### src/rtl/thick_line_span_rasterizer_assert.svh
// Assertion macros used by the thick line span rasterizer top level.
`ifndef THICK_LINE_SPAN_RASTERIZER_ASSERT_SVH
`define THICK_LINE_SPAN_RASTERIZER_ASSERT_SVH

// Same-cycle implication, sampled on clk, off while in reset
`define TLSR_ASSERT_SAME(lbl, ante, cons, msg) \
  lbl: assert property (@(posedge clk) disable iff (!rst_n) (ante) |-> (cons)) else $error(msg);

// Next-cycle implication, sampled on clk, off while in reset
`define TLSR_ASSERT_NEXT(lbl, ante, cons, msg) \
  lbl: assert property (@(posedge clk) disable iff (!rst_n) (ante) |=> (cons)) else $error(msg);

`endif

### src/rtl/tlsr_pkg.sv
// Shared types and constants of the thick line span rasterizer.
package tlsr_pkg;

  localparam int COORD_W  = 12;
  localparam int RADIUS_W = 8;
  localparam int COLOR_W  = 32;
  localparam int SCREEN_W = 13;
  localparam int LEN_W    = RADIUS_W + 1;
  localparam int SPOS_W   = COORD_W + 2;
  localparam int CFG_IDX_W = 1;

  // Action codes
  localparam logic ACT_START = 1'b0;
  localparam logic ACT_NEXT  = 1'b1;

  // Configuration register indexes
  localparam logic [CFG_IDX_W-1:0] REG_SCREEN_WIDTH  = 1'b0;
  localparam logic [CFG_IDX_W-1:0] REG_SCREEN_HEIGHT = 1'b1;

  localparam logic [SCREEN_W-1:0] SCREEN_MAX   = 13'd4096;
  localparam logic [SCREEN_W-1:0] WIDTH_RESET  = 13'd600;
  localparam logic [SCREEN_W-1:0] HEIGHT_RESET = 13'd1024;

  // Classified command, front to back
  typedef struct packed {
    logic                is_start;
    logic                refused;
    logic [COORD_W-1:0]  px;
    logic [COORD_W-1:0]  py;
    logic [COORD_W-1:0]  dmaj;
    logic [COORD_W-1:0]  dmin;
    logic                major_x;
    logic [1:0]          dirs;     // bit0 x steps down, bit1 y steps down
    logic [RADIUS_W-1:0] radius;
    logic [COLOR_W-1:0]  color;
  } cmd_t;

  // Queue status
  typedef struct packed {
    logic full;
    logic empty;
  } q_stat_t;

  // Unclipped span, back to clip stage
  typedef struct packed {
    logic signed [SPOS_W-1:0] sx;
    logic signed [SPOS_W-1:0] sy;
    logic [LEN_W-1:0]         len;
    logic [COLOR_W-1:0]       color;
    logic                     last;
  } span_t;

  // Back end status
  typedef struct packed {
    logic busy;
    logic load;
    logic load_last;
  } back_stat_t;

endpackage

### src/rtl/tlsr_front.sv
// Front end: classifies an incoming item and prepares the line setup.
module tlsr_front (
  input  logic                          action,
  input  logic [tlsr_pkg::COORD_W-1:0]  start_x,
  input  logic [tlsr_pkg::COORD_W-1:0]  start_y,
  input  logic [tlsr_pkg::COORD_W-1:0]  end_x,
  input  logic [tlsr_pkg::COORD_W-1:0]  end_y,
  input  logic [tlsr_pkg::RADIUS_W-1:0] brush_radius,
  input  logic [tlsr_pkg::COLOR_W-1:0]  line_color,
  output tlsr_pkg::cmd_t                cmd
);

  logic                         x_fwd, y_fwd;
  logic [tlsr_pkg::COORD_W-1:0] dx, dy, r_ext;

  always_comb begin
    x_fwd = end_x > start_x;
    y_fwd = end_y > start_y;
    dx    = x_fwd ? end_x - start_x : start_x - end_x;
    dy    = y_fwd ? end_y - start_y : start_y - end_y;
    r_ext = tlsr_pkg::COORD_W'(brush_radius);

    cmd.is_start = (action == tlsr_pkg::ACT_START);
    // zero brush or any endpoint closer to the edge than the brush
    cmd.refused  = (brush_radius == '0) || (start_x < r_ext) || (end_x < r_ext) ||
                   (start_y < r_ext) || (end_y < r_ext);
    cmd.px       = start_x;
    cmd.py       = start_y;
    cmd.major_x  = dx >= dy;
    cmd.dmaj     = (dx >= dy) ? dx : dy;
    cmd.dmin     = (dx >= dy) ? dy : dx;
    cmd.dirs     = {~y_fwd, ~x_fwd};
    cmd.radius   = brush_radius;
    cmd.color    = line_color;
  end

endmodule

### src/rtl/tlsr_queue.sv
// Short command queue between the front and back ends.
module tlsr_queue #(
  parameter int DEPTH = 4
) (
  input  logic               clk,
  input  logic               rst_n,
  input  logic               wr_en,
  input  tlsr_pkg::cmd_t     wr_data,
  input  logic               rd_en,
  output tlsr_pkg::cmd_t     rd_data,
  output tlsr_pkg::q_stat_t  stat
);

  localparam int PTR_W = (DEPTH > 2) ? $clog2(DEPTH) : 1;
  localparam int CNT_W = $clog2(DEPTH + 1);

  tlsr_pkg::cmd_t   mem_r [DEPTH];
  logic [PTR_W-1:0] wr_ptr_r, wr_ptr_nxt, rd_ptr_r, rd_ptr_nxt;
  logic [CNT_W-1:0] count_r, count_nxt;

  // Pointer wrap and occupancy
  always_comb begin
    wr_ptr_nxt = wr_ptr_r;
    rd_ptr_nxt = rd_ptr_r;
    count_nxt  = count_r;
    if (wr_en) begin
      wr_ptr_nxt = (wr_ptr_r == PTR_W'(DEPTH - 1)) ? '0 : wr_ptr_r + 1'b1;
    end
    if (rd_en) begin
      rd_ptr_nxt = (rd_ptr_r == PTR_W'(DEPTH - 1)) ? '0 : rd_ptr_r + 1'b1;
    end
    if (wr_en && !rd_en) begin
      count_nxt = count_r + 1'b1;
    end else if (rd_en && !wr_en) begin
      count_nxt = count_r - 1'b1;
    end
  end

  always_ff @(posedge clk) begin
    if (!rst_n) begin
      wr_ptr_r <= '0;
      rd_ptr_r <= '0;
      count_r  <= '0;
    end else begin
      wr_ptr_r <= wr_ptr_nxt;
      rd_ptr_r <= rd_ptr_nxt;
      count_r  <= count_nxt;
    end
  end

  // Storage, no reset
  always_ff @(posedge clk) begin
    if (wr_en) begin
      mem_r[wr_ptr_r] <= wr_data;
    end
  end

  assign rd_data    = mem_r[rd_ptr_r];
  assign stat.full  = (count_r == CNT_W'(DEPTH));
  assign stat.empty = (count_r == '0);

endmodule

### src/rtl/tlsr_back.sv
// Back end: Bresenham walk, midpoint circle rows and span generation.
module tlsr_back (
  input  logic                 clk,
  input  logic                 rst_n,
  input  tlsr_pkg::q_stat_t    q_stat,
  input  tlsr_pkg::cmd_t       cmd,
  input  logic                 take,
  output logic                 pop,
  output logic                 span_valid,
  output tlsr_pkg::span_t      span,
  output tlsr_pkg::back_stat_t stat
);

  localparam int CW    = tlsr_pkg::COORD_W;
  localparam int RW    = tlsr_pkg::RADIUS_W;
  localparam int SW    = tlsr_pkg::SPOS_W;
  localparam int LERR_W = CW + 3;
  localparam int CERR_W = RW + 3;

  // Span slot order within one circle row
  localparam logic [1:0] SLOT_LOW_WIDE    = 2'd0;
  localparam logic [1:0] SLOT_HIGH_NARROW = 2'd1;
  localparam logic [1:0] SLOT_HIGH_WIDE   = 2'd2;
  localparam logic [1:0] SLOT_LOW_NARROW  = 2'd3;

  logic                         busy_r, busy_nxt;
  logic                         a_valid_r, a_valid_nxt;
  logic [CW-1:0]                px_r, px_nxt, py_r, py_nxt;
  logic signed [LERR_W-1:0]     lerr_r, lerr_nxt;
  logic [CW-1:0]                steps_r, steps_nxt;
  logic [CW-1:0]                dmaj_r, dmaj_nxt, dmin_r, dmin_nxt;
  logic                         major_x_r, major_x_nxt;
  logic [1:0]                   dirs_r, dirs_nxt;
  logic [RW-1:0]                cx_r, cx_nxt, cy_r, cy_nxt;
  logic signed [CERR_W-1:0]     cerr_r, cerr_nxt;
  logic [1:0]                   slot_r, slot_nxt;
  logic [RW-1:0]                rad_r, rad_nxt;
  logic [tlsr_pkg::COLOR_W-1:0] color_r, color_nxt;
  tlsr_pkg::span_t              span_r, span_nxt;

  logic                     go, req, odd, y_sub, first_row, row_end;
  logic                     cerr_neg, circ_done, lerr_pos, last;
  logic [RW-1:0]            off_x, off_y, cy1, cx1;
  logic [tlsr_pkg::LEN_W-1:0] len;
  logic signed [SW-1:0]     sx, sy, px_s, py_s;
  logic signed [CERR_W-1:0] cerr_a, cerr_b, cerr_init;
  logic signed [LERR_W-1:0] two_dmin, two_dmaj, lerr_step, lerr_init;
  logic [CW-1:0]            px_step, py_step;

  // Handshake with queue and span register
  always_comb begin
    go  = !q_stat.empty && (!a_valid_r || take);
    req = go && !cmd.is_start && busy_r;
  end

  // Current span before clipping
  always_comb begin
    odd   = slot_r[0];
    y_sub = (slot_r == SLOT_HIGH_NARROW) || (slot_r == SLOT_HIGH_WIDE);
    len   = odd ? {cy_r, 1'b0} : {cx_r, 1'b0};
    off_x = odd ? cy_r : cx_r;
    off_y = odd ? cx_r : cy_r;
    px_s  = signed'(SW'(px_r));
    py_s  = signed'(SW'(py_r));
    sx    = px_s - signed'(SW'(off_x));
    sy    = y_sub ? py_s - signed'(SW'(off_y)) : py_s + signed'(SW'(off_y));
  end

  // Circle row step; odd slots of the first row are empty and skipped
  always_comb begin
    first_row = (cy_r == '0);
    row_end   = (slot_r == SLOT_LOW_NARROW) || ((slot_r == SLOT_HIGH_WIDE) && first_row);
    cy1       = cy_r + 1'b1;
    cerr_neg  = cerr_r[CERR_W-1];
    cerr_a    = cerr_r + signed'(CERR_W'({cy_r, 1'b0})) + signed'(CERR_W'(3));
    cerr_b    = cerr_r + signed'(CERR_W'({cy_r, 1'b0})) - signed'(CERR_W'({cx_r, 1'b0}))
                + signed'(CERR_W'(6));
    cx1       = cerr_neg ? cx_r : cx_r - 1'b1;
    circ_done = cerr_neg ? ({1'b0, cx_r} <= {1'b0, cy_r})
                         : ({1'b0, cx_r} <= ({1'b0, cy_r} + 1'b1));
    last      = row_end && circ_done && (steps_r == '0);
  end

  // Line step
  always_comb begin
    two_dmin  = signed'(LERR_W'({dmin_r, 1'b0}));
    two_dmaj  = signed'(LERR_W'({dmaj_r, 1'b0}));
    lerr_pos  = !lerr_r[LERR_W-1] && (lerr_r != '0);
    lerr_step = lerr_pos ? lerr_r + two_dmin - two_dmaj : lerr_r + two_dmin;
    px_step   = dirs_r[0] ? px_r - 1'b1 : px_r + 1'b1;
    py_step   = dirs_r[1] ? py_r - 1'b1 : py_r + 1'b1;
    lerr_init = signed'(LERR_W'({cmd.dmin, 1'b0})) - signed'(LERR_W'(cmd.dmaj));
    cerr_init = signed'(CERR_W'(1)) - signed'(CERR_W'(cmd.radius));
  end

  // Next state
  always_comb begin
    busy_nxt    = busy_r;
    px_nxt      = px_r;
    py_nxt      = py_r;
    lerr_nxt    = lerr_r;
    steps_nxt   = steps_r;
    dmaj_nxt    = dmaj_r;
    dmin_nxt    = dmin_r;
    major_x_nxt = major_x_r;
    dirs_nxt    = dirs_r;
    cx_nxt      = cx_r;
    cy_nxt      = cy_r;
    cerr_nxt    = cerr_r;
    slot_nxt    = slot_r;
    rad_nxt     = rad_r;
    color_nxt   = color_r;
    span_nxt    = span_r;
    a_valid_nxt = a_valid_r;

    if (take) begin
      a_valid_nxt = 1'b0;
    end

    if (go && cmd.is_start) begin
      // new line drops the current one
      busy_nxt    = !cmd.refused;
      rad_nxt     = cmd.radius;
      color_nxt   = cmd.color;
      px_nxt      = cmd.px;
      py_nxt      = cmd.py;
      dmaj_nxt    = cmd.dmaj;
      dmin_nxt    = cmd.dmin;
      major_x_nxt = cmd.major_x;
      dirs_nxt    = cmd.dirs;
      lerr_nxt    = lerr_init;
      steps_nxt   = cmd.dmaj;
      cx_nxt      = cmd.radius;
      cy_nxt      = '0;
      cerr_nxt    = cerr_init;
      slot_nxt    = SLOT_LOW_WIDE;
    end else if (req) begin
      a_valid_nxt    = 1'b1;
      span_nxt.sx    = sx;
      span_nxt.sy    = sy;
      span_nxt.len   = len;
      span_nxt.color = color_r;
      span_nxt.last  = last;

      if (!row_end) begin
        slot_nxt = ((slot_r == SLOT_LOW_WIDE) && first_row) ? SLOT_HIGH_WIDE
                                                            : slot_r + 1'b1;
      end else begin
        slot_nxt = SLOT_LOW_WIDE;
        if (!circ_done) begin
          cx_nxt   = cx1;
          cy_nxt   = cy1;
          cerr_nxt = cerr_neg ? cerr_a : cerr_b;
        end else if (steps_r == '0) begin
          busy_nxt = 1'b0;
        end else begin
          // next line point, restart the brush circle
          lerr_nxt  = lerr_step;
          px_nxt    = (major_x_r || lerr_pos) ? px_step : px_r;
          py_nxt    = (!major_x_r || lerr_pos) ? py_step : py_r;
          steps_nxt = steps_r - 1'b1;
          cx_nxt    = rad_r;
          cy_nxt    = '0;
          cerr_nxt  = signed'(CERR_W'(1)) - signed'(CERR_W'(rad_r));
        end
      end
    end
  end

  // Control state
  always_ff @(posedge clk) begin
    if (!rst_n) begin
      busy_r    <= 1'b0;
      a_valid_r <= 1'b0;
    end else begin
      busy_r    <= busy_nxt;
      a_valid_r <= a_valid_nxt;
    end
  end

  // Walk state and span payload
  always_ff @(posedge clk) begin
    px_r      <= px_nxt;
    py_r      <= py_nxt;
    lerr_r    <= lerr_nxt;
    steps_r   <= steps_nxt;
    dmaj_r    <= dmaj_nxt;
    dmin_r    <= dmin_nxt;
    major_x_r <= major_x_nxt;
    dirs_r    <= dirs_nxt;
    cx_r      <= cx_nxt;
    cy_r      <= cy_nxt;
    cerr_r    <= cerr_nxt;
    slot_r    <= slot_nxt;
    rad_r     <= rad_nxt;
    color_r   <= color_nxt;
    span_r    <= span_nxt;
  end

  assign pop            = go;
  assign span_valid     = a_valid_r;
  assign span           = span_r;
  assign stat.busy      = busy_r;
  assign stat.load      = req;
  assign stat.load_last = last;

endmodule

### src/rtl/tlsr_clip.sv
// Output stage: clips a span to the screen and holds it for the consumer.
module tlsr_clip (
  input  logic                           clk,
  input  logic                           rst_n,
  input  logic                           span_valid,
  input  tlsr_pkg::span_t                span,
  input  logic [tlsr_pkg::SCREEN_W-1:0]  scr_w,
  input  logic [tlsr_pkg::SCREEN_W-1:0]  scr_h,
  output logic                           take,
  input  logic                           out_stall,
  output logic                           out_valid,
  output logic [tlsr_pkg::COORD_W-1:0]   out_sx,
  output logic [tlsr_pkg::COORD_W-1:0]   out_ex,
  output logic [tlsr_pkg::COORD_W-1:0]   out_sy,
  output logic [tlsr_pkg::COLOR_W-1:0]   out_color,
  output logic                           out_last
);

  localparam int PW = tlsr_pkg::SPOS_W + 1;
  localparam int CW = tlsr_pkg::COORD_W;

  logic                         valid_r, valid_nxt;
  logic [CW-1:0]                sx_r, sx_nxt, ex_r, ex_nxt, sy_r, sy_nxt;
  logic [tlsr_pkg::COLOR_W-1:0] color_r, color_nxt;
  logic                         last_r, last_nxt;

  logic signed [PW-1:0] w_s, h_s, sx_s, sy_s, len_s, sum, shifted;
  logic signed [PW-1:0] sx1, sx2, ex_n, ex_cap, sy1;
  logic                 over;

  assign take = span_valid && (!valid_r || !out_stall);

  // Right edge shift, left saturation, end cap, top and bottom clamp
  always_comb begin
    w_s     = signed'(PW'(scr_w));
    h_s     = signed'(PW'(scr_h));
    sx_s    = PW'(span.sx);
    sy_s    = PW'(span.sy);
    len_s   = signed'(PW'(span.len));
    sum     = sx_s + len_s;
    shifted = w_s - len_s;
    over    = sum > w_s;
    sx1     = over ? shifted : sx_s;
    sx2     = (sx1 < 0) ? '0 : sx1;
    ex_n    = ((sx_s < 0) ? len_s : sum) - signed'(PW'(1));
    ex_cap  = w_s - signed'(PW'(1));
    sy1     = (sy_s >= h_s) ? h_s - signed'(PW'(1)) : ((sy_s < 0) ? '0 : sy_s);
  end

  always_comb begin
    valid_nxt = valid_r;
    sx_nxt    = sx_r;
    ex_nxt    = ex_r;
    sy_nxt    = sy_r;
    color_nxt = color_r;
    last_nxt  = last_r;
    if (take) begin
      valid_nxt = 1'b1;
      sx_nxt    = sx2[CW-1:0];
      ex_nxt    = (over || (ex_n > ex_cap)) ? ex_cap[CW-1:0] : ex_n[CW-1:0];
      sy_nxt    = sy1[CW-1:0];
      color_nxt = span.color;
      last_nxt  = span.last;
    end else if (!out_stall) begin
      valid_nxt = 1'b0;
    end
  end

  always_ff @(posedge clk) begin
    if (!rst_n) begin
      valid_r <= 1'b0;
    end else begin
      valid_r <= valid_nxt;
    end
  end

  always_ff @(posedge clk) begin
    sx_r    <= sx_nxt;
    ex_r    <= ex_nxt;
    sy_r    <= sy_nxt;
    color_r <= color_nxt;
    last_r  <= last_nxt;
  end

  assign out_valid = valid_r;
  assign out_sx    = sx_r;
  assign out_ex    = ex_r;
  assign out_sy    = sy_r;
  assign out_color = color_r;
  assign out_last  = last_r;

endmodule

### src/rtl/thick_line_span_rasterizer.sv
// Thick line span rasterizer top level: front end, command queue, back end, clip stage.
// A span request passes the queue, the back end span register and the clip output register.
// Throughput: one item per cycle; every request while a line is active gives one span.
// Input stalls only when the QUEUE_DEPTH-entry command queue between front and back is full.
// Reset (rst_n low, synchronous) empties queue and pipeline, makes the block idle and
// sets screen width and height to 600 and 1024.
module thick_line_span_rasterizer #(
  parameter int QUEUE_DEPTH = 4
) (
  input  logic                            clk,
  input  logic                            rst_n,
  // item input
  input  logic                            in_valid,
  output logic                            in_stall,
  input  logic                            in_action,
  input  logic [tlsr_pkg::COORD_W-1:0]    in_start_x,
  input  logic [tlsr_pkg::COORD_W-1:0]    in_start_y,
  input  logic [tlsr_pkg::COORD_W-1:0]    in_end_x,
  input  logic [tlsr_pkg::COORD_W-1:0]    in_end_y,
  input  logic [tlsr_pkg::RADIUS_W-1:0]   in_brush_radius,
  input  logic [tlsr_pkg::COLOR_W-1:0]    in_line_color,
  // span output
  output logic                            out_valid,
  input  logic                            out_stall,
  output logic [tlsr_pkg::COORD_W-1:0]    out_span_x_start,
  output logic [tlsr_pkg::COORD_W-1:0]    out_span_x_end,
  output logic [tlsr_pkg::COORD_W-1:0]    out_span_y,
  output logic [tlsr_pkg::COLOR_W-1:0]    out_span_color,
  output logic                            out_last_span,
  // register writes
  input  logic                            cfg_valid,
  output logic                            cfg_ready,
  input  logic [tlsr_pkg::CFG_IDX_W-1:0]  cfg_index,
  input  logic [tlsr_pkg::SCREEN_W-1:0]   cfg_data
);

  logic [tlsr_pkg::SCREEN_W-1:0] scr_w_r, scr_w_nxt, scr_h_r, scr_h_nxt;

  tlsr_pkg::cmd_t       front_cmd, q_cmd;
  tlsr_pkg::q_stat_t    q_stat;
  tlsr_pkg::span_t      span;
  tlsr_pkg::back_stat_t back_stat;
  logic                 in_take, pop, span_valid, take;

  // Screen sizes are held already clamped to 1..4096
  function automatic logic [tlsr_pkg::SCREEN_W-1:0] clamp_screen(
    input logic [tlsr_pkg::SCREEN_W-1:0] v
  );
    logic [tlsr_pkg::SCREEN_W-1:0] r;
    if (v == '0) begin
      r = tlsr_pkg::SCREEN_W'(1);
    end else if (v > tlsr_pkg::SCREEN_MAX) begin
      r = tlsr_pkg::SCREEN_MAX;
    end else begin
      r = v;
    end
    return r;
  endfunction

  assign cfg_ready = 1'b1;

  always_comb begin
    scr_w_nxt = scr_w_r;
    scr_h_nxt = scr_h_r;
    if (cfg_valid && cfg_ready) begin
      unique case (cfg_index)
        tlsr_pkg::REG_SCREEN_WIDTH:  scr_w_nxt = clamp_screen(cfg_data);
        tlsr_pkg::REG_SCREEN_HEIGHT: scr_h_nxt = clamp_screen(cfg_data);
      endcase
    end
  end

  always_ff @(posedge clk) begin
    if (!rst_n) begin
      scr_w_r <= tlsr_pkg::WIDTH_RESET;
      scr_h_r <= tlsr_pkg::HEIGHT_RESET;
    end else begin
      scr_w_r <= scr_w_nxt;
      scr_h_r <= scr_h_nxt;
    end
  end

  assign in_stall = q_stat.full;
  assign in_take  = in_valid && !in_stall;

  tlsr_front u_front (
    .action       (in_action),
    .start_x      (in_start_x),
    .start_y      (in_start_y),
    .end_x        (in_end_x),
    .end_y        (in_end_y),
    .brush_radius (in_brush_radius),
    .line_color   (in_line_color),
    .cmd          (front_cmd)
  );

  tlsr_queue #(
    .DEPTH (QUEUE_DEPTH)
  ) u_queue (
    .clk     (clk),
    .rst_n   (rst_n),
    .wr_en   (in_take),
    .wr_data (front_cmd),
    .rd_en   (pop),
    .rd_data (q_cmd),
    .stat    (q_stat)
  );

  tlsr_back u_back (
    .clk        (clk),
    .rst_n      (rst_n),
    .q_stat     (q_stat),
    .cmd        (q_cmd),
    .take       (take),
    .pop        (pop),
    .span_valid (span_valid),
    .span       (span),
    .stat       (back_stat)
  );

  tlsr_clip u_clip (
    .clk        (clk),
    .rst_n      (rst_n),
    .span_valid (span_valid),
    .span       (span),
    .scr_w      (scr_w_r),
    .scr_h      (scr_h_r),
    .take       (take),
    .out_stall  (out_stall),
    .out_valid  (out_valid),
    .out_sx     (out_span_x_start),
    .out_ex     (out_span_x_end),
    .out_sy     (out_span_y),
    .out_color  (out_span_color),
    .out_last   (out_last_span)
  );

  // Checks
  `include "thick_line_span_rasterizer_assert.svh"

  `TLSR_ASSERT_NEXT(a_span_held, span_valid && out_valid && out_stall, span_valid, "span lost while output stalled")
  `TLSR_ASSERT_NEXT(a_span_moves, span_valid && !(out_valid && out_stall), out_valid, "span not moved to output")
  `TLSR_ASSERT_NEXT(a_last_idles, back_stat.load && back_stat.load_last, !back_stat.busy, "still busy after last span")
  `TLSR_ASSERT_SAME(a_span_order, out_valid, out_span_x_start <= out_span_x_end, "span start past its end")

endmodule

### config.mk
export PLATFORM = sky130hd
export DESIGN_NAME = thick_line_span_rasterizer
export DESIGN_NICKNAME = d
export VERILOG_FILES = /design/src/rtl/tlsr_pkg.sv /design/src/rtl/tlsr_front.sv /design/src/rtl/tlsr_queue.sv /design/src/rtl/tlsr_back.sv /design/src/rtl/tlsr_clip.sv /design/src/rtl/thick_line_span_rasterizer.sv
export VERILOG_INCLUDE_DIRS = /design/src /design/src/rtl
export SDC_FILE = /design/constraint.sdc
export NUM_CORES = 1
export LEC_CHECK = 0
export ABC_AREA = 1
export BUFFER_PORTS_ARGS = -buffer_cell sky130_fd_sc_hd__buf_2
export CORE_AREA = 3 3 314 316
export CTS_BUF_LIST = sky130_fd_sc_hd__clkbuf_4
export DETAILED_ROUTE_END_ITERATION = 8
export DIE_AREA = 0 0 317 319
export HOLD_SLACK_MARGIN = 0.05
export PLACE_DENSITY = 0.66
export SLEW_MARGIN = 20
export SYNTH_ARGS = -nofsm -noshare
export SYNTH_HDL_FRONTEND = slang
export SYNTH_SLANG_ARGS = --single-unit
### constraint.sdc
create_clock -name clk -period 7.3 [get_ports clk]
set_clock_uncertainty 0.15 [all_clocks]
set_input_delay 0.73 -clock clk [delete_from_list [all_inputs] [get_ports clk]]
set_output_delay 0.73 -clock clk [all_outputs]
set_load 0.01 [all_outputs]
Word level (Yosys, flattened, before mapping)
Memory sizes are Yosys's and may differ from the RTL's. A register that Yosys moved wholly into a read port is not among the register bits. Cells that the tools add are included.

RAM bits: 372. Output and inout port bits: 72. Memories kept: 1. Register bits: 321. Word-level logic and storage cells: 233. Input bits: 108.

Memories: u_queue.mem_r (depth 4, bits a word 93, read ports 1, clocked after memory_dff 1, write ports 1, RTL line tlsr_queue.sv:17) `tlsr_pkg::cmd_t mem_r [DEPTH];`.

Bitwise gates (word level): 5. Add/subtract/negate cells: 34. Reduce and logical (&&, ||, !) cells: 59. Magnitude comparators: 16. Muxes and demuxes: 75. Equal/unequal tests: 11.

Operators by type and width (count): 2-to-1 mux 12 bit (26); 2-to-1 mux 15 bit (8); 2-to-1 mux 8 bit (10); 2-to-1 mux 11 bit (6); less-than comparator 12 x 8 -> 1 bit (4); subtractor 12 x 1 -> 12 bit, second input constant (4); subtractor 12 bit (4); 2-to-1 mux 13 bit (2); subtractor 12 x 8 -> 13 bit (2); adder 12 x 1 -> 12 bit, second input constant (2); greater-than comparator 12 bit (2); subtractor 1 x 8 -> 9 bit, first input constant (2); zero test 8 bit (2); adder 15 x 14 -> 15 bit (1); greater-than comparator 15 x 14 -> 1 bit (1); greater-than comparator 15 bit (1); less-than comparator 15 x 1 -> 1 bit, second input constant (1); nonzero test 15 bit (1); subtractor 15 x 14 -> 15 bit (1); subtractor 15 x 2 -> 15 bit, second input constant (1); adder 13 x 10 -> 14 bit (1); >= comparator 14 bit (1); less-than comparator 14 x 1 -> 1 bit, second input constant (1); 2-to-1 mux 14 bit (1); 42 further kinds (115).

Logic depth before layout (Yosys ltp)
Gate-level depths: netlist (run 1).

Word-level depth: 9. Depth in mapped cells: 29. Gate-level depth less buffers: 29.

Cells and area by module
A second synthesis (run 1) with hierarchy kept.

Cells, all modules: 4392. Area, all modules: 40946.8 sq um.

Modules (own cells, without submodules): tlsr_queue (times used 1, sequential area each 11350.9 sq um, area an instance 14792.9 sq um, cells an instance 958); tlsr_back (times used 1, sequential area each 6396.1 sq um, area an instance 14527.7 sq um, cells an instance 1699); tlsr_clip (times used 1, sequential area each 2092.0 sq um, area an instance 5839.4 sq um, cells an instance 765); tlsr_front (times used 1, sequential area each 0.0 sq um, area an instance 4798.4 sq um, cells an instance 842); thick_line_span_rasterizer (times used 1, sequential area each 520.5 sq um, area an instance 988.4 sq um, cells an instance 128).

Worst setup path after synthesis (run 1)
No wires, ideal clock.

Path kind: in2reg. Start point: in in_valid. End point: mem u_queue.mem_r[0][0] in the netlist's numbering, enable pin. Data required time: 6.605 ns. Data arrival time: 4.887 ns. Stages: 4. Slack: 1.718 ns. Cells stage by stage: inv_1 -> nor2_1 -> inv_1 -> nor2_1.

Cells in the longest elaborated chain, start to end: 3.

RTL lines: start: declaration (RTL line thick_line_span_rasterizer.sv:13) `input logic in_valid,`; logical AND 1 bit (RTL line thick_line_span_rasterizer.sv:84) `assign in_take = in_valid && !in_stall;`; named net in_take (RTL line thick_line_span_rasterizer.sv:43) `logic in_take, pop, span_valid, take;`; 2-to-1 mux 1 bit (RTL line tlsr_queue.sv:53) `if (wr_en) begin`; 2-to-1 mux 1 bit (implied by the code) (RTL line tlsr_queue.sv:54) `mem_r[wr_ptr_r] <= wr_data;`; end: declaration (RTL line tlsr_queue.sv:17).

The timed path passes the listed nets, and every way through them passes these cells.

==> flow_summary.yaml, run 1 <==
outcome:
  outcome: "complete, no violations"
power:
  seqPwrFrac: 0.339
  total_power_mw: 18.72
  p_leak_nw: 18.32
  ir_worst_vdd_mv: 0.2792
  clockPowerShare: 0.177
  combPwrFrac: 0.483
  internal_power_mw: 10.65
  switching_share: 0.4313
  power.switching_mw: 8.076
  p_per_area_nw_per_um2: 427.8
clocking:
  clk_pin_slew_ns: 0.06
  cts_setup_buffers: 0
  htreeDepth: 4
  cts-root-buf: "clkbuf_4"
  clock_latency_ns: 1.07
  clockBufferDepth: 3
  numCtsBuffers: 180
  cts_sinks: 694
  cts_tree: "done"
critical_path:
  crit_chain: "dlygate4sd3_1 -> buf_2 -> ha_1 -> inv_1 -> fa_1 -> nand2_1 -> nand2_1 -> nand3_1 -> nand4_1 -> nand2_1 -> inv_2 -> nand2_1 -> nand2_1 -> nand2_1 -> nand2_1 -> ha_1 -> nand2_1 -> nor2_1 -> nand3_1 -> nand3_1 -> clkinv_1 -> o21ai_0"
  cpMostUsedCell: "nand2_1"
  r2r-start: "u_back.span[34]$_DFFE_PP_"
  crit_arrival_ns: 5.44
  cpMaxStageDelayCell: "o21ai_0"
  crit_end: "u_queue.mem_r[3][50]$_DFFE_PP_"
  ff2ff_setup_slack_ns: 2.58
  cp.required_ns: 7.93
  startpoint: "in_start_y[0]"
  timing.rr.end: "u_clip.out_ex[1]$_DFFE_PP_"
  start_kind: "input pin"
  crit_type: "in -> reg"
  crit_path_end_kind: "flip-flop"
  crit_path_max_fanout: 26
  reg2reg_depth: 18
  slowest_delay_ns: 0.58
final_layout:
  final_cell_mix: "nand2_1, edfxtp_1, inv_1"
  layout.nets: 4747
  syn2layout_area_growth_pct: 14.33
  fin_area_um2: 43770
  nFillCells: 9102
  layout-drive-gt1-share: 0.1211
  instances_no_fill: 5757
  final_common_cell: "nand2_1"
  fin_util: 0.4546
yosys:
  syn_area_per_cell_um2: 9.638
  yosysUniqueCellTypes: 59
  yosysWarnings: 0
  synth_area_leaders: "edfxtp_1, ha_1, nand2_1, o21ai_0, inv_1"
  yosys.area.top_type: "edfxtp_1"
  synth_edf_count: 646
  synthCells: 3972
  ys_seq_area_frac: 0.5318
  synth_top_flop_cell: "edfxtp_1"
  async_flop_share: 0
  ys_seq_elements: 694
  synth_area_um2: 38280
  netlist.area_leader.share: 0.5067
  syn_nets: 4380
placed_design:
  dp.cells: 5333
  dpl.hpwl_um: 68660
  place.gp.congestion: 0.9183
  port_buffers: 178
  place_area_um2: 40480
  place_ws_ns: 2.018
timing:
  tns_ns: 0
  fmax_ghz: 0.2078
  fin_crit_ns: 4.812
  slew_violations: 0
  worstMarginPinSlew_ns: 1.034
  relSlewSlack: 0.3095
  fin_worst_hold_slack_ns: 0.2481
  rsz0062_at_grt: "no"
  setup_violations: 0
  finalCritPeriodShare: 0.6592
  hold_violations: 0
  setup_ws_ns: 2.488
routing:
  ant_nets: 0
  drt_iter0_markers: 2100
  wl_per_cell_um: 17.07
  via_count: 29440
  wl_um: 98280
  viasPerCell: 5.113
  drc: 0
  drtPass1Iterations: 6
die:
  coreArea_um2: 96280
  die_w_um: 317
  placementRows: 114
  initial_core_util: 0.3976
  io_pins: 180
  die_area_um2: 101100
  fp.dieH_um: 319
global_routing:
  grt_max_degree: 96
  grt_pass1_vias: 28870
  grt_overflow: 0
  grt_pass1_wl_um: 153600
  antenna_found_initial: 5
  grtUsageTotal: 0.1931
flow_run:
  cap_violations: 0
hold_path:
  hold_class: "reg -> reg"
==> critical path, delay by kind of cell <==
kind / cells / cell delay (ns)
and+or+nand+nor: 13 / 1.61
buffers and inverters: 5 / 1.59
adders and majority gates: 3 / 0.93
AOI/OAI and AO/OA: 1 / 0.58
==> final cells by class <==
| type | count | area, um^2 | share of cell area |
|---|---|---|---|
| sequential | 694 | 20360 | 0.4653 |
| multi-input combinational | 2716 | 15750 | 0.3599 |
| timing repair buffer | 304 | 2100 | 0.04797 |
| clock buffer | 259 | 1944 | 0.04442 |
| inverter | 443 | 1669 | 0.03813 |
| tap | 1276 | 1597 | 0.03648 |
| clock inverter | 58 | 325.3 | 0.007433 |
| antenna | 7 | 17.52 | 0.0004002 |
==> how the worst min path moves through the flow <==
stage,startpoint,to,slack (ns),cells after the start
after floorplan,u_back.color_r[9]$_DFFE_PP_,u_back.span[10]$_DFFE_PP_,0.25,0
after global placement,u_back.color_r[17]$_DFFE_PP_,u_back.span[18]$_DFFE_PP_,0.25,0
after detailed placement,u_back.color_r[15]$_DFFE_PP_,u_back.span[16]$_DFFE_PP_,0.25,0
after CTS,in_end_y[0],u_queue.mem_r[3][55]$_DFFE_PP_,0.12,5
after global routing,in_line_color[24],u_queue.mem_r[3][24]$_DFFE_PP_,0.16,2
final,u_back.color_r[1]$_DFFE_PP_,u_back.span[2]$_DFFE_PP_,0.25,0
==> power groups by stage <==
| stage | registers, mW | logic [mW] | clock network [mW] |
|---|---|---|---|
| floorplan | 6.23 | 6.76 | 0 |
| global placement | 6.41 | 8.79 | 0 |
| detailed placement | 6.42 | 8.92 | 0 |
| CTS | 6.34 | 9.02 | 3.43 |
| global route | 6.43 | 10.3 | 3.66 |
| finish | 6.35 | 9.05 | 3.32 |
==> timing repair <==
item,4_1_cts,5_1_grt
setup endpoints to repair,0,0
hold buffers,100,0
resized for setup,0,0
hold endpoints to repair,307,0
==> state kept, by name, indices dropped and copies added (netlist names), 11 cells and up, named ones only <==
register and count:
scr_w_r 13, u_clip.out_sy 12, u_back.span 68, u_back.steps_r 12, u_back.dmaj_r 12, u_clip.out_ex 12
u_back.lerr_r 15, u_back.py_r 12, u_back.color_r 32, u_clip.out_color 32, u_back.dmin_r 12, scr_h_r 13
u_back.px_r 12, u_queue.mem_r 372, u_back.cerr_r 11, u_clip.out_sx 12
==> Yosys cell counts (all sizes together), types with 7 or more instances <==
library cell    n
or2            17
nand4          35
edfxtp        646
nor4            9
nand3         190
and2            8
inv           438
a32oi          14
a31oi          12
ha            283
o211ai         10
a21boi          7
nand2         783
clkbuf         74
nor2          359
o21bai         13
xnor2          35
nor3           37
o21ai         388
xor2          115
buf            45
o22ai          75
dfxtp          48
fa             17
a21oi         250
a21o           15
nand3b         13
==> per-layer routing <==
metal  share of wire  track usage
met1            0.43       0.2477
met5        0.000071            0
met3           0.060      0.04029
met2            0.48       0.3203
met4           0.029      0.07332
==> cells by family (layout without fill, tap and decap cells) <==
family | Yosys count | in the layout | synth area share
other | 1 | 8 | 0.00009796
buffers and inverters | 562 | 1064 | 0.05785
AO/OA/AOI/OAI | 808 | 808 | 0.1156
AND/OR/NAND/NOR | 1454 | 1454 | 0.1582
multiplexers | 3 | 3 | 0.0007844
flip-flops | 694 | 694 | 0.5318
XOR/XNOR | 150 | 150 | 0.03432
adder cells (fa/ha/maj) | 300 | 300 | 0.1014
(Power assumes the default switching activity.)
==> run 2: changes to the inputs <==
clock period = 4.7 ns   (was 7.3 ns; I/O delays follow)
==> run 2 against run 1 <==
Sequential share of layout area fell by 0.65 points. Via count rose by 1.5%. Utilization increased by 0.64 points. Critical path type is now reg -> reg. Clock power rose by 48%. Combinational power rose by 57%. Worst hold slack got worse by 0.073 ns.
==> flow_summary.yaml, run 2 (same netlist as run 1, synthesis figures left out) <==
final_layout:
  layout.nets: 4806
  instances_no_fill: 5815
  syn2layout_area_growth_pct: 15.95
  final_cell_mix: "nand2_1, edfxtp_1, inv_1"
  largest_reg_flops: 372
  largest-register: "u_queue.mem_r"
  fin_util: 0.4610
  final_common_cell: "nand2_1"
  layout-drive-gt1-share: 0.1231
  nFillCells: 9001
clocking:
  cts-root-buf: "clkbuf_4"
  numCtsBuffers: 172
  cts_tree: "done"
  clk_pin_slew_ns: 0.07
  clockBufferDepth: 3
  cts_sinks: 694
  post_cts_resized: 0
  clock_latency_ns: 1.01
  htreeDepth: 4
placed_design:
  place.gp.congestion: 0.9785
  dp.cells: 5363
  place_ws_ns: 0.1680
  port_buffers: 178
  dpl.hpwl_um: 69320
critical_path:
  reg2reg_depth: 21
  r2r-start: "u_back.span[34]$_DFFE_PP_"
  crit_path_end_kind: "flip-flop"
  crit_type: "reg -> reg"
  timing.rr.end: "u_clip.out_ex[0]$_DFFE_PP_"
  ff2ff_setup_slack_ns: 0.45
  critPathTopFamily: "simple AND/OR/NAND/NOR gates"
  cp_num_buf_inv: 3
  crit_path_max_fanout: 6
  slowest_delay_ns: 0.56
  cpMaxStageDelayCell: "or4_4"
  start_kind: "flip-flop"
  cp.required_ns: 5.28
  crit_arrival_ns: 4.83
  cpMostUsedCell: "nand2_1"
  crit_chain: "ha_1 -> inv_1 -> fa_1 -> inv_1 -> nand2_1 -> nand3_1 -> nand2_1 -> nor2_1 -> inv_1 -> nor2_1 -> nand2_1 -> nor2_4 -> nand4_1 -> and2_1 -> ha_1 -> nand4_1 -> or4_4 -> nand2_1 -> nand2_1 -> nand2_1 -> o21ai_0"
timing:
  hold_violations: 0
  finalCritPeriodShare: 0.9044
  fin_worst_hold_slack_ns: 0.1746
  worstMarginPinSlew_ns: 1.002
  setup_ws_ns: 0.4495
  slew_violations: 0
  fmax_ghz: 0.2353
  rsz0062_at_grt: "no"
  setup_violations: 0
  fin_crit_ns: 4.251
  relSlewSlack: 0.3294
power:
  total_power_mw: 28.95
  power.switching_mw: 12.48
  combPwrFrac: 0.490
  ir_worst_vdd_mv: 0.3436
  switching_share: 0.4309
  p_leak_nw: 18.60
  clockPowerShare: 0.170
  seqPwrFrac: 0.339
  internal_power_mw: 16.48
  p_per_area_nw_per_um2: 652.2
global_routing:
  grt_pass1_wl_um: 153500
  grtUsageTotal: 0.1912
  grt_overflow: 0
  antenna_found_initial: 2
  grt_pass1_vias: 28870
  grt_max_degree: 94
outcome:
  outcome: "complete, no violations"
hold_path:
  hp-start: "in_start_x[0]"
  hold_depth: 2
  hold_path_end: "u_queue.mem_r[1][79]$_DFFE_PP_"
  hold_class: "in -> reg"
routing:
  drt_iter0_markers: 2083
  ant_nets: 0
  drc: 0
  wl_per_cell_um: 16.79
  drtPass1Iterations: 6
  wl_um: 97660
  via_count: 29890
  viasPerCell: 5.140
flow_run:
  cap_violations: 0
die:
  coreArea_um2: 96280
  die_area_um2: 101100
  die_w_um: 317
  io_pins: 180
  placementRows: 114
  fp.dieH_um: 319
  initial_core_util: 0.3976
## run 2: cell count changes in the layout (fill, tap and decap cells not counted), moves of 2 or more
cell / previous run / this run
buf_12: 1 / 10
inv_8: 0 / 5
clkbuf_4: 259 / 236
clkinv_4: 5 / 2
clkinv_2: 7 / 16
buf_4: 25 / 48
clkinv_8: 0 / 3
diode_2: 7 / 5
clkinv_1: 43 / 49
dlygate4sd3_1: 100 / 135
inv_2: 12 / 9
## run 2: through the flow
stage | TNS [ns] | cell area, um^2
after floorplan | -237.21 | 38280
after global placement | 0 | 40790
after detailed placement | 0 | 40790
after CTS | 0 | 44340
after global routing | 0 | 44380
final | 0 | 44390
## run 2: worst max path at each step
stage / start / end / slack [ns] / depth (start not counted)
5_1_grt: u_back.span[34]$_DFFE_PP_ / u_clip.out_ex[0]$_DFFE_PP_ / 0.01 / 27
6_report: u_back.span[34]$_DFFE_PP_ / u_clip.out_ex[0]$_DFFE_PP_ / 0.45 / 21
3_3_place_gp: in_start_x[7] / u_queue.mem_r[1][54]$_DFFE_PP_ / 0.22 / 23
2_1_floorplan: u_queue.count_r[0]$_SDFFE_PN0P_ / u_queue.mem_r[0][0]$_DFFE_PP_ / -0.64 / 4
3_5_place_dp: in_start_x[7] / u_queue.mem_r[2][49]$_DFFE_PP_ / 0.17 / 22
4_1_cts: u_back.span[34]$_DFFE_PP_ / u_clip.out_ex[7]$_DFFE_PP_ / 0.27 / 18
## run 2: routing by layer
layer / wire length [um] / up-vias / track usage
met2: 47670 / 859 / 0.3250
met5: 0 / - / 0
met3: 5161 / 187 / 0.03314
li1: - / 14700 / -
met1: 42390 / 14150 / 0.2473
met4: 2428 / 0 / 0.06192
## run 2: final cells by class
cell class | instances | area (um^2) | share of cell area
sequential | 694 | 20360 | 0.4588
clock buffer | 236 | 1772 | 0.03991
timing repair buffer | 371 | 2803 | 0.06314
inverter | 443 | 1669 | 0.03760
tap | 1276 | 1597 | 0.03597
clock inverter | 74 | 425.4 | 0.009584
antenna | 5 | 12.51 | 0.0002819
multi-input combinational | 2716 | 15750 | 0.3547
## run 2: power by group through the flow
stage | Combinational, mW | Sequential, mW | Clock [mW]
after floorplan | 10.5 | 9.68 | 0
after global placement | 13.7 | 9.91 | 0
after detailed placement | 14.0 | 9.94 | 0
after CTS | 14.2 | 9.81 | 5.09
after global routing | 16.2 | 9.95 | 5.44
final | 14.2 | 9.83 | 4.93
## run 2: repair_timing
action                                  CTS  global route
hold buffers                            135             0
setup buffers                             0             1
endpoints found under the setup margin    0            11
endpoints found under the hold margin   347             0
